[src/sv/sktbl_pkg.sv]
package sktbl_pkg;

    // Fixed field widths
    localparam int KIND_W   = 2;
    localparam int KEY_W    = 64;
    localparam int IDENT_W  = 16;
    localparam int STATUS_W = 2;
    localparam int TOTAL_W  = 6;

    // Item kinds
    localparam logic [KIND_W-1:0] KIND_INSERT = 2'd0;
    localparam logic [KIND_W-1:0] KIND_SEARCH = 2'd1;
    localparam logic [KIND_W-1:0] KIND_CLEAR  = 2'd2;

    // Result status codes
    localparam logic [STATUS_W-1:0] ST_OK      = 2'd0;
    localparam logic [STATUS_W-1:0] ST_FULL    = 2'd1;
    localparam logic [STATUS_W-1:0] ST_MISSING = 2'd2;

    // Datapath operations issued by the controller
    localparam int OP_W = 4;
    localparam logic [OP_W-1:0] OP_NONE       = 4'd0;
    localparam logic [OP_W-1:0] OP_LOAD       = 4'd1;
    localparam logic [OP_W-1:0] OP_INS_INIT   = 4'd2;
    localparam logic [OP_W-1:0] OP_INS_SHIFT  = 4'd3;
    localparam logic [OP_W-1:0] OP_INS_PLACE  = 4'd4;
    localparam logic [OP_W-1:0] OP_SRCH_INIT  = 4'd5;
    localparam logic [OP_W-1:0] OP_SRCH_PROBE = 4'd6;
    localparam logic [OP_W-1:0] OP_SRCH_STEP  = 4'd7;
    localparam logic [OP_W-1:0] OP_CLEAR      = 4'd8;
    localparam logic [OP_W-1:0] OP_EMIT       = 4'd9;

    typedef struct packed {
        logic [KIND_W-1:0]  kind;
        logic [KEY_W-1:0]   key;
        logic [IDENT_W-1:0] ident;
    } item_t;

    typedef struct packed {
        logic [STATUS_W-1:0] status;
        logic [IDENT_W-1:0]  found_ident;
        logic [TOTAL_W-1:0]  entry_total;
    } result_t;

    typedef struct packed {
        logic [OP_W-1:0] op;
    } dp_cmd_t;

    typedef struct packed {
        logic [KIND_W-1:0] kind;
        logic              full;
        logic              count_zero;
        logic              pos_one;
        logic              rd_gt;
        logic              search_live;
        logic              probe_eq;
        logic              out_free;
    } dp_stat_t;

endpackage

[src/sv/sktbl_dp.sv]
module sktbl_dp #(
    parameter int TABLE_DEPTH = 32,
    parameter int KEY_BYTES   = 8
) (
    input  logic               clk,
    input  logic               rst_n,
    input  sktbl_pkg::item_t   item,
    input  sktbl_pkg::dp_cmd_t cmd,
    output sktbl_pkg::dp_stat_t stat,
    input  logic               result_stall,
    output logic               result_valid,
    output sktbl_pkg::result_t result
);
    import sktbl_pkg::*;

    localparam int AW = $clog2(TABLE_DEPTH);
    localparam int CW = $clog2(TABLE_DEPTH + 1);
    localparam int SW = CW + 1;
    localparam logic [CW-1:0] DEPTH_C = CW'(TABLE_DEPTH);

    // Keep only the leading KEY_BYTES characters up to the first zero byte
    function automatic logic [KEY_W-1:0] norm_key(input logic [KEY_W-1:0] k);
        logic [KEY_W-1:0] res;
        logic             live;
        res  = '0;
        live = 1'b1;
        for (int b = 0; b < KEY_BYTES; b++) begin
            if (k[KEY_W-1-8*b -: 8] == 8'd0)
            begin
                live = 1'b0;
            end
            if (live)
            begin
                res[KEY_W-1-8*b -: 8] = k[KEY_W-1-8*b -: 8];
            end
        end
        return res;
    endfunction

    // Table storage
    logic [KEY_W-1:0]   key_mem   [TABLE_DEPTH];
    logic [IDENT_W-1:0] ident_mem [TABLE_DEPTH];
    logic [KEY_W-1:0]   rd_key_reg;
    logic [IDENT_W-1:0] rd_ident_reg;

    // Item and working registers
    logic [KIND_W-1:0]   kind_reg;
    logic [KEY_W-1:0]    key_reg;
    logic [IDENT_W-1:0]  ident_reg;
    logic [CW-1:0]       count_reg;
    logic [CW-1:0]       pos_reg;
    logic signed [SW-1:0] lo_reg;
    logic signed [SW-1:0] hi_reg;
    logic [AW-1:0]       mid_reg;
    logic [STATUS_W-1:0] status_reg;
    logic [IDENT_W-1:0]  found_reg;
    result_t             result_reg;
    logic                result_valid_reg;

    logic [CW-1:0]        count_dec;
    logic [CW-1:0]        pos_dec2;
    logic [SW:0]          mid_sum;
    logic [SW-1:0]        mid_full;
    logic signed [SW-1:0] mid_ext;
    logic [AW-1:0]        rd_addr;
    logic                 wr_en;
    logic [KEY_W-1:0]     wr_key;
    logic [IDENT_W-1:0]   wr_ident;
    logic [CW+TOTAL_W-1:0] total_ext;
    logic                 out_free;

    // Address arithmetic
    assign count_dec = count_reg - CW'(1);
    assign pos_dec2  = pos_reg - CW'(2);
    assign mid_sum   = {lo_reg[SW-1], lo_reg} + {hi_reg[SW-1], hi_reg};
    assign mid_full  = mid_sum[SW:1];
    assign mid_ext   = $signed({{(SW-AW){1'b0}}, mid_reg});

    // Read address select
    always_comb
    begin
        unique case (cmd.op)
            OP_INS_INIT:  rd_addr = count_dec[AW-1:0];
            OP_INS_SHIFT: rd_addr = pos_dec2[AW-1:0];
            default:      rd_addr = mid_full[AW-1:0];
        endcase
    end

    // Write port: shift an entry up, or place the new one
    assign wr_en    = (cmd.op == OP_INS_SHIFT) || (cmd.op == OP_INS_PLACE);
    assign wr_key   = (cmd.op == OP_INS_SHIFT) ? rd_key_reg : key_reg;
    assign wr_ident = (cmd.op == OP_INS_SHIFT) ? rd_ident_reg : ident_reg;

    always_ff @(posedge clk)
    begin
        if (wr_en)
        begin
            key_mem[pos_reg[AW-1:0]]   <= wr_key;
            ident_mem[pos_reg[AW-1:0]] <= wr_ident;
        end
        rd_key_reg   <= key_mem[rd_addr];
        rd_ident_reg <= ident_mem[rd_addr];
    end

    // Entry count and output beat valid
    assign out_free = !result_valid_reg || !result_stall;

    always_ff @(posedge clk or negedge rst_n)
    begin
        if (!rst_n)
        begin
            count_reg        <= '0;
            result_valid_reg <= 1'b0;
        end
        else
        begin
            if (cmd.op == OP_CLEAR)
            begin
                count_reg <= '0;
            end
            else if (cmd.op == OP_INS_PLACE)
            begin
                count_reg <= count_reg + CW'(1);
            end

            if (cmd.op == OP_EMIT)
            begin
                result_valid_reg <= 1'b1;
            end
            else if (!result_stall)
            begin
                result_valid_reg <= 1'b0;
            end
        end
    end

    assign total_ext = {{TOTAL_W{1'b0}}, count_reg};

    // Working registers
    always_ff @(posedge clk)
    begin
        case (cmd.op)
            OP_LOAD:
            begin
                kind_reg  <= item.kind;
                key_reg   <= norm_key(item.key);
                ident_reg <= item.ident;
                found_reg <= '0;
                if (item.kind == KIND_INSERT && count_reg == DEPTH_C)
                begin
                    status_reg <= ST_FULL;
                end
                else if (item.kind == KIND_SEARCH)
                begin
                    status_reg <= ST_MISSING;
                end
                else
                begin
                    status_reg <= ST_OK;
                end
            end
            OP_INS_INIT:
            begin
                pos_reg <= count_reg;
            end
            OP_INS_SHIFT:
            begin
                pos_reg <= pos_reg - CW'(1);
            end
            OP_SRCH_INIT:
            begin
                lo_reg <= '0;
                hi_reg <= $signed({1'b0, count_reg} - SW'(1));
            end
            OP_SRCH_PROBE:
            begin
                mid_reg <= mid_full[AW-1:0];
            end
            OP_SRCH_STEP:
            begin
                if (rd_key_reg == key_reg)
                begin
                    status_reg <= ST_OK;
                    found_reg  <= rd_ident_reg;
                end
                else if (rd_key_reg < key_reg)
                begin
                    lo_reg <= mid_ext + SW'(1);
                end
                else
                begin
                    hi_reg <= mid_ext - SW'(1);
                end
            end
            OP_EMIT:
            begin
                result_reg.status      <= status_reg;
                result_reg.found_ident <= found_reg;
                result_reg.entry_total <= total_ext[TOTAL_W-1:0];
            end
            default:
            begin
            end
        endcase
    end

    // Status toward the controller
    assign stat.kind        = kind_reg;
    assign stat.full        = (count_reg == DEPTH_C);
    assign stat.count_zero  = (count_reg == '0);
    assign stat.pos_one     = (pos_reg == CW'(1));
    assign stat.rd_gt       = (rd_key_reg > key_reg);
    assign stat.search_live = (lo_reg <= hi_reg);
    assign stat.probe_eq    = (rd_key_reg == key_reg);
    assign stat.out_free    = out_free;

    assign result_valid = result_valid_reg;
    assign result       = result_reg;

endmodule

[src/sv/sktbl_ctrl.sv]
module sktbl_ctrl (
    input  logic                clk,
    input  logic                rst_n,
    input  logic                item_valid,
    output logic                item_stall,
    input  sktbl_pkg::dp_stat_t stat,
    output sktbl_pkg::dp_cmd_t  cmd
);
    import sktbl_pkg::*;

    localparam logic [2:0] S_IDLE     = 3'd0;
    localparam logic [2:0] S_DISPATCH = 3'd1;
    localparam logic [2:0] S_SHIFT    = 3'd2;
    localparam logic [2:0] S_PLACE    = 3'd3;
    localparam logic [2:0] S_PROBE    = 3'd4;
    localparam logic [2:0] S_CMP      = 3'd5;
    localparam logic [2:0] S_EMIT     = 3'd6;

    logic [2:0] state_reg;
    logic [2:0] state_next;

    always_ff @(posedge clk or negedge rst_n)
    begin
        if (!rst_n)
        begin
            state_reg <= S_IDLE;
        end
        else
        begin
            state_reg <= state_next;
        end
    end

    assign item_stall = (state_reg != S_IDLE);

    // Sequencing of one item
    always_comb
    begin
        state_next = state_reg;
        cmd.op     = OP_NONE;
        unique case (state_reg)
            S_IDLE:
            begin
                if (item_valid)
                begin
                    cmd.op     = OP_LOAD;
                    state_next = S_DISPATCH;
                end
            end
            S_DISPATCH:
            begin
                case (stat.kind)
                    KIND_INSERT:
                    begin
                        if (stat.full)
                        begin
                            state_next = S_EMIT;
                        end
                        else
                        begin
                            cmd.op     = OP_INS_INIT;
                            state_next = stat.count_zero ? S_PLACE : S_SHIFT;
                        end
                    end
                    KIND_SEARCH:
                    begin
                        cmd.op     = OP_SRCH_INIT;
                        state_next = S_PROBE;
                    end
                    KIND_CLEAR:
                    begin
                        cmd.op     = OP_CLEAR;
                        state_next = S_EMIT;
                    end
                    default:
                    begin
                        state_next = S_EMIT;
                    end
                endcase
            end
            S_SHIFT:
            begin
                // Move larger entries up until the slot is found
                if (stat.rd_gt)
                begin
                    cmd.op     = OP_INS_SHIFT;
                    state_next = stat.pos_one ? S_PLACE : S_SHIFT;
                end
                else
                begin
                    cmd.op     = OP_INS_PLACE;
                    state_next = S_EMIT;
                end
            end
            S_PLACE:
            begin
                cmd.op     = OP_INS_PLACE;
                state_next = S_EMIT;
            end
            S_PROBE:
            begin
                if (stat.search_live)
                begin
                    cmd.op     = OP_SRCH_PROBE;
                    state_next = S_CMP;
                end
                else
                begin
                    state_next = S_EMIT;
                end
            end
            S_CMP:
            begin
                cmd.op     = OP_SRCH_STEP;
                state_next = stat.probe_eq ? S_EMIT : S_PROBE;
            end
            S_EMIT:
            begin
                if (stat.out_free)
                begin
                    cmd.op     = OP_EMIT;
                    state_next = S_IDLE;
                end
            end
            default:
            begin
                state_next = S_IDLE;
            end
        endcase
    end

endmodule

[src/sv/sorted_key_table_search_core.sv]
// Sorted key table: holds up to TABLE_DEPTH (name key, identifier) entries in
// ascending key order in a one-write, one-read table memory. An insert beat
// places the entry after all equal keys, a search beat does a binary search
// (mid rounded down), a clear beat empties the table; each input beat yields
// exactly one result beat. One item is worked at a time. An insert shifts
// larger entries up one entry per cycle through the memory port (a non-full
// table moves at most TABLE_DEPTH - 1 entries). A search makes at most
// ceil(log2(TABLE_DEPTH + 1)) probes; each probe is a memory read followed by
// a compare. Clear, an unused kind and a full insert go from dispatch straight
// to the result. The next item is accepted the cycle after the previous result
// is loaded into the output register; a stalled result beat only holds back
// the next result. Keys are normalized to the top KEY_BYTES characters up to
// the first zero byte; entry_total carries the low 6 bits of the count.
module sorted_key_table_search_core #(
    parameter int TABLE_DEPTH = 32,
    parameter int KEY_BYTES   = 8
) (
    input  logic               clk,
    input  logic               rst_n,
    input  logic               item_valid,
    output logic               item_stall,
    input  sktbl_pkg::item_t   item,
    output logic               result_valid,
    input  logic               result_stall,
    output sktbl_pkg::result_t result
);
    import sktbl_pkg::*;

    dp_cmd_t  cmd;
    dp_stat_t stat;

    sktbl_ctrl u_ctrl (
        .clk        (clk),
        .rst_n      (rst_n),
        .item_valid (item_valid),
        .item_stall (item_stall),
        .stat       (stat),
        .cmd        (cmd)
    );

    sktbl_dp #(
        .TABLE_DEPTH (TABLE_DEPTH),
        .KEY_BYTES   (KEY_BYTES)
    ) u_dp (
        .clk          (clk),
        .rst_n        (rst_n),
        .item         (item),
        .cmd          (cmd),
        .stat         (stat),
        .result_stall (result_stall),
        .result_valid (result_valid),
        .result       (result)
    );

endmodule
[config.mk]
export PLATFORM = sky130hd
export DESIGN_NAME = sorted_key_table_search_core
export DESIGN_NICKNAME = d
export VERILOG_FILES = /design/src/sv/sktbl_pkg.sv /design/src/sv/sktbl_dp.sv /design/src/sv/sktbl_ctrl.sv /design/src/sv/sorted_key_table_search_core.sv
export SDC_FILE = /design/constraint.sdc
export NUM_CORES = 2
export LEC_CHECK = 0
export BUFFER_PORTS_ARGS = -buffer_cell sky130_fd_sc_hd__buf_2
export CAP_MARGIN = 40
export CORE_MARGIN = 3
export CORE_UTILIZATION = 45
export CTS_BUF_LIST = sky130_fd_sc_hd__clkbuf_16
export DETAILED_ROUTE_END_ITERATION = 8
export SETUP_SLACK_MARGIN = 0.5
export SYNTH_ARGS = -nofsm -noshare
export SYNTH_HDL_FRONTEND = slang
export SYNTH_SLANG_ARGS = --single-unit
[constraint.sdc]
create_clock -name clk -period 5.1 [get_ports clk]
set_input_delay 1.02 -clock clk [delete_from_list [all_inputs] [get_ports clk]]
set_output_delay 1.02 -clock clk [all_outputs]
set_load 0.05 [all_outputs]
Yosys cells after proc, flatten, opt, wreduce, memory -nomap -nowiden
Memory sizes are Yosys's and may differ from the RTL's. A register that Yosys moved wholly into a read port is not among the register bits.
Index checks and enable logic that the tools add are counted.
{"block": "classes", "reduce_logical": 26, "eq_ne": 28, "n_mux": 55, "addsub": 8, "magnitude_cmp": 3}
{"cell": "== test 64 bit", "count": 1}
{"cell": "> comparator 64 bit", "count": 1}
{"cell": "zero test 8 bit", "count": 8}
{"cell": "less-than comparator 64 bit", "count": 1}
{"cell": "two-way mux 64 bit", "count": 1}
{"cell": "two-way mux 16 bit", "count": 2}
{"cell": "one-hot mux 16 bit (2 select lines)", "count": 1}
{"cell": "two-way mux 7 bit", "count": 4}
{"cell": "one-hot mux 4 bit (7 select lines)", "count": 1}
{"cell": "one-hot mux 7 bit (2 select lines)", "count": 2}
{"cell": "two-way mux 1 bit", "count": 23}
{"cell": "one-hot mux 3 bit (7 select lines)", "count": 1}
{"cell": "two-way mux 3 bit", "count": 6}
{"cell": "== test 4 x 3 -> 1 bit (second input constant)", "count": 4}
{"cell": "two-way mux 2 bit", "count": 6}
{"cell": "two-way mux 6 bit", "count": 2}
{"cell": "one-hot mux 4 bit (3 select lines)", "count": 1}
{"cell": "one-hot mux 6 bit (2 select lines)", "count": 1}
{"cell": "one-hot mux 5 bit (2 select lines)", "count": 1}
{"cell": "== test 3 bit (second input constant)", "count": 3}
{"cell": "== test 4 x 2 -> 1 bit (second input constant)", "count": 2}
{"cell": "== test 4 bit (second input constant)", "count": 2}
{"cell": "!= test 2 bit (second input constant)", "count": 4}
{"cell": "nonzero test 2 bit", "count": 4}
{"cell": "29 further kinds", "count": 38}
{"block": "word_totals", "ramBits": 2560, "in_bits": 86, "output_inout_bits": 26, "elab_cells": 144, "mem_count": 2, "reg_bits": 159}
{"memory": "u_dp.key_mem", "depth": 32, "word_bits": 64, "rd": 1, "rd_ports_with_merged_regs": 1, "write_ports": 1, "line": "sktbl_dp.sv:41", "source": "logic [KEY_W-1:0] key_mem [TABLE_DEPTH];"}
{"memory": "u_dp.ident_mem", "depth": 32, "word_bits": 16, "rd": 1, "rd_ports_with_merged_regs": 1, "write_ports": 1, "line": "sktbl_dp.sv:42", "source": "logic [IDENT_W-1:0] ident_mem [TABLE_DEPTH];"}

Longest topological paths before layout
{"block": "logic_depth", "word_depth": 20, "mapped_depth": 18, "mapped_depth_nobuf": 14}

Hierarchy
A second synthesis with hierarchy kept.
{"block": "hier_totals", "cells_unflattened": 8253, "hier_area_um2": 112200.1}
{"module": "sktbl_dp", "area_each_um2": 111887.3, "n_inst": 1, "cells_per_inst": 8210}
{"module": "sktbl_ctrl", "area_each_um2": 312.8, "n_inst": 1, "cells_per_inst": 43}

Least setup slack after synthesis
Ideal clock, no wire load.
{"block": "synth_path", "path_kind": "reg2reg", "start": "register u_ctrl.state_reg[1]", "end": "memory u_dp.ident_mem[25][0], enable pin", "n_path_buf": 1, "setup_ns": 0.519, "stages_incl_launch_ff": 5, "arrival_time_ns": 4.442, "setup_slack_ns": 0.139, "path_cell_list": "dfrtp_1 -> clkbuf_1 -> nor2b_1 -> nand2_1 -> nor2_1"}
{"block": "synth_via", "elab_chain_len": 6, "word_cells_on_any_way": 13, "classes_between": "eq/ne (8); mux (3); reduce/logical (2)"}
{"element": "from (decl)", "line": "sktbl_ctrl.sv:19", "source": "logic [2:0] state_reg;"}
{"element": "from (signal assigned)", "line": "sktbl_ctrl.sv:30", "source": "state_reg <= state_next;"}
{"element": "== test 3 bit (tied with other cells)", "line": "sktbl_ctrl.sv:41", "source": "unique case (state_reg)"}
{"element": "one-hot mux 4 bit (7 select lines) *", "line": "sktbl_ctrl.sv:41"}
{"element": "== test 4 x 2 -> 1 bit or == test 4 x 3 -> 1 bit (tied branches)", "line": "sktbl_dp.sv:90", "source": "assign wr_en = (cmd.op == OP_INS_SHIFT) || (cmd.op == OP_INS_PLACE);"}
{"element": "logical OR 1 bit *", "line": "sktbl_dp.sv:90"}
{"element": "two-way mux 1 bit *", "line": "sktbl_dp.sv:96", "source": "if (wr_en)"}
{"element": "two-way mux 1 bit (not written as such) *", "line": "sktbl_dp.sv:99", "source": "ident_mem[pos_reg[AW-1:0]] <= wr_ident;"}
{"element": "to (decl)", "line": "sktbl_dp.sv:42"}
Every way passes the cells marked *; elsewhere a longest branch is shown, timed or not.

Worst setup path in the final report
{"block": "layout_path", "start": "register u_dp.key_reg[52]", "end": "register u_dp.rd_key_reg[45], read port of u_dp.key_mem"}
{"block": "layout_via", "elab_chain_len": 5, "word_cells_on_any_way": 6, "classes_between": "order compare (1); eq/ne (2); mux (3)"}
{"element": "from (decl)", "line": "sktbl_dp.sv:48", "source": "logic [KEY_W-1:0] key_reg;"}
{"element": "from (signal assigned)", "line": "sktbl_dp.sv:146", "source": "key_reg <= norm_key(item.key);"}
{"element": "> comparator 64 bit *", "line": "sktbl_dp.sv:212", "source": "assign stat.rd_gt = (rd_key_reg > key_reg);"}
{"element": "two-way mux 3 bit *", "line": "sktbl_ctrl.sv:84", "source": "if (stat.rd_gt)"}
{"element": "one-hot mux 4 bit (7 select lines) *", "line": "sktbl_ctrl.sv:41"}
{"element": "== test 4 x 2 -> 1 bit", "line": "sktbl_dp.sv:82", "source": "unique case (cmd.op)"}
{"element": "one-hot mux 5 bit (2 select lines) *", "line": "sktbl_dp.sv:82"}
{"element": "to (decl)", "line": "sktbl_dp.sv:43", "source": "logic [KEY_W-1:0] rd_key_reg;"}
Marked as above.
A chain may end at the register's enable or synchronous reset.

==> run_results.csv <==
group,metric,value,unit
drt,vias,72200,
timing,clock.fmax,217,MHz
critical_path,cp.arrival,5.42,ns
power_and_ir_drop,p_seq_frac,0.340,
critical_path,cp_slowest_cell,"nand4_1",
power_and_ir_drop,p_leak,44.8,nW
power_and_ir_drop,p_int,52.5,mW
cts,h-tree-depth,5,
timing,final_max_slew_viol_count,0,
floorplan,core-area,243000,sq um
power_and_ir_drop,power_frac_clock,0.244,
floorplan,die_x,501,um
cells_and_area,nNetsFinal,8833,
critical_path,endpoint,"u_dp.rd_key_reg[45]",
cells_and_area,fin_cells,12100,
global_route,grt_max_degree,89,
critical_path,worstSetupStartpointType,"flip-flop",
global_route,grt.busiest_layer,"met2",
cells_and_area,n_fill_cell,19700,
logic_synthesis,synthesis.area,110000,sq um
critical_path,cp_top_family,"compound AO/OA/AOI/OAI gates",
critical_path,worst_setup_path_end_kind,"flip-flop",
power_and_ir_drop,irDropWorstVdd,0.000767,V
job,maxCapViolCount,0,
cells_and_area,area_growth,17.6,%
power_and_ir_drop,p_sw,32.5,mW
placement,gp_congestion,0.871,
global_route,gr-usage-met2,0.428,
critical_path,worst-path-buf-inv,8,
timing,hold_violations,0,
cts,clock-root-buffer,"clkbuf_16",
power_and_ir_drop,p_comb_frac,0.416,
floorplan,floorplan.die_area,251000,sq um
logic_synthesis,synth_area_leaders,"edfxtp_1 (74%), nand2_1 (8.0%), nand3_1 (2.9%)",
timing,fin_crit,4.60,ns
timing,max_slew.worst_pin.slew,0.979,ns
power_and_ir_drop,finalPower,85.0,mW
logic_synthesis,ys_seq_area_frac,0.755,
cts,cts_tree,"built",
critical_path,crit_cells,20,
timing,fin_worst_skew,0.0720,ns
cts,cts_buffers,303,
timing,whs,0.239,ns
logic_synthesis,netlist.area_leader.share,0.738,
drt,wl,342,mm
global_route,overflow,0,
cts,cts_buffer_depth,4,
cts,clk_pin_slew,0.06,ns
placement,dp_slack,-0.132,ns
logic_synthesis,syn_avg_cell_area,13.4,sq um
cells_and_area,drive_gt1_frac,0.136,
critical_path,worstSetupPathType,"reg2reg",
timing,setup_viol,0,
drt,detail-route-antenna-nets,0,
global_route,use_met1,0.366,
critical_path,crit_required,5.92,ns
logic_synthesis,ys_warn_count,0,
cts,clkSinkCount,2798,
drt,drc,0,
floorplan,io_pins,112,
floorplan,rows,181,
logic_synthesis,synth.distinct_cells,72,
placement,hpwlAfterDp,181,mm
global_route,grt_antenna_before_repair,4,
power_and_ir_drop,power.density,656,nW/um^2
logic_synthesis,synth_cells,8194,
power_and_ir_drop,swShare,0.383,
floorplan,initial_core_util,0.452,
status,outcome,"finished, final reports clean",
drt,wire_per_inst,28.3,um
drt,drtPass1Iterations,6,
timing,fin_ws,0.500,ns
critical_path,r2r_end,"u_dp.rd_key_reg[45]",
global_route,grt_pass1_vias,68300,
critical_path,r2r_cells,20,
global_route,grt_use_total,0.266,
global_route,grt_pass1_wl,485,mm
logic_synthesis,synth_area_leader_cell,"edfxtp_1",
timing,rsz0062_at_grt,"true",
cts,insertion_delay,0.97,ns
critical_path,slowest_delay,0.36,ns
critical_path,rrSetupSlack,0.50,ns
critical_path,worst-path-max-fanout,7,
logic_synthesis,postSynthRegisterBits,2798,
critical_path,crit_start,"u_dp.key_reg[52]",
critical_path,rr_startpoint,"u_dp.key_reg[52]",
drt,vias_per_cell,5.97,
min_path,min_path_type,"in2reg",
floorplan,die_h,501,um
logic_synthesis,ys_async_sr_fraction,0.00357,
drt,drt_first_iter_violations,9626,
cells_and_area,largest_reg_flops,2048,
timing,slew_headroom,0.347,
placement,portBuffers,111,
placement,dp_cells,11500,
global_route,use_met3,0.0422,
logic_synthesis,ys.flop_type,"edfxtp_1",
logic_synthesis,synth_edf_count,2708,
critical_path,crit_chain,"inv_1 -> ha_1 -> nand4_1 -> nor4_2 -> buf_4 -> nand4_1 -> buf_4 -> a31oi_4 -> nor2_4 -> a21o_1 -> buf_6 -> a211oi_4 -> buf_12 -> buf_16 -> buf_12 -> buf_8 -> a211oi_1 -> a31oi_1 -> o2111ai_1 -> a32oi_2",
logic_synthesis,synth_fp_nets,8367,
timing,fin_tns_setup,0,ns
timing,period_share,0.902,
-- through the flow --
stage          instance area (sq um)   util
6_report                      130000  0.532
5_1_grt                       130000  0.532
4_1_cts                       129000  0.530
3_5_place_dp                  119000  0.488
3_3_place_gp                  119000  0.487
2_1_floorplan                 110000      -
-- area by class of cell --
cell class | count | area, sq um | share of cell area
flip-flops and latches | 2798 | 83200 | 0.642
multi-input cells | 4796 | 25200 | 0.194
clock buffers | 309 | 7730 | 0.0597
repair buffers | 676 | 7650 | 0.0591
well taps | 3202 | 4010 | 0.0309
clock inverters | 216 | 1520 | 0.0117
inverters | 85 | 322 | 0.00248
diodes | 1 | 2.50 | 0.0000193
-- Yosys cell counts, types with 4 or more instances --
cell       instances
or3_1              4
a32oi_1           81
nand2b_1           5
a311oi_1          79
a221oi_1           9
nor4_1            94
nand4_1           95
mux2i_1           86
nand2_1         2335
o2111ai_1         79
a211oi_1          83
a21oi_1          278
a21o_1             6
mux2_2            18
xor2_1            16
a31oi_1          161
buf_1             24
dfrtp_1           10
o21ai_1            4
and3_1            97
ha_1              86
and2_1           131
o211ai_1           4
xnor2_1            8
buf_4             25
nor3b_1            4
buf_6              4
nand3b_1           6
nor2_1           152
edfxtp_1        2708
buf_2            196
o21ai_0          157
dfxtp_1           80
inv_1             85
nor3_1             9
nand3_1          644
nor2_2             4
clkbuf_1         266
nor2b_1           14
-- power groups by stage --
stage	Sequential [mW]	Clock, mW	Combinational, mW
floorplan	29.4	0	18.4
global placement	29.3	0	32.6
detailed placement	29.3	0	33.0
CTS	28.9	21.0	34.3
global route	28.9	21.9	37.9
finish	28.9	20.7	35.4
-- routing by layer --
layer | wire length (um) | share of wire
met1 | 136000 | 0.40
met2 | 162000 | 0.47
met3 | 31600 | 0.092
met4 | 13400 | 0.039
met5 | 0 | 0
-- cells in the final DEF, fill, tap and decap left out, drive strengths merged, types with 96 or more instances in the layout --
cell	instances
nor2	157
o21ai	161
inv	162
clkinv	109
nand4	96
nor4	96
nand2	2336
edfxtp	2708
nand3	646
clkbuf	315
buf	663
a31oi	161
and3	97
and2	131
a21oi	281
-- repair_timing --
action                                  in CTS  in global routing
pin swaps                                   17                 17
endpoints found under the setup margin     816                112
hold endpoints to repair                    10                  0
hold buffers                                 1                  0
gates resized for setup                     63                 56
buffers inserted                            32                 16
cloned                                       8                  6
-- how the worst min path moves through the flow --
stage	from	end	slack [ns]	cells past startpoint
2_1_floorplan	u_dp.found_reg[4]	u_dp.result[10]	0.40	0
3_3_place_gp	u_dp.found_reg[5]	u_dp.result[11]	0.40	0
3_5_place_dp	u_dp.found_reg[9]	u_dp.result[15]	0.41	0
4_1_cts	item[4]	u_dp.ident_reg[4]	0.18	1
5_1_grt	item[9]	u_dp.ident_reg[9]	0.21	1
6_report	item[4]	u_dp.ident_reg[4]	0.24	1
-- cells by family after synthesis --
logic type / count (synthesis) / share of synthesized area
muxes: 106 / 0.0101
buffers and inverters: 600 / 0.0238
AOI/OAI and AO/OA: 972 / 0.0577
adders and majority gates: 87 / 0.00995
and+or+nand+nor: 3607 / 0.142
DFF: 2798 / 0.755
xor gates and xnor gates: 24 / 0.00191
Note: power is estimated with default switching activity, not from simulation.
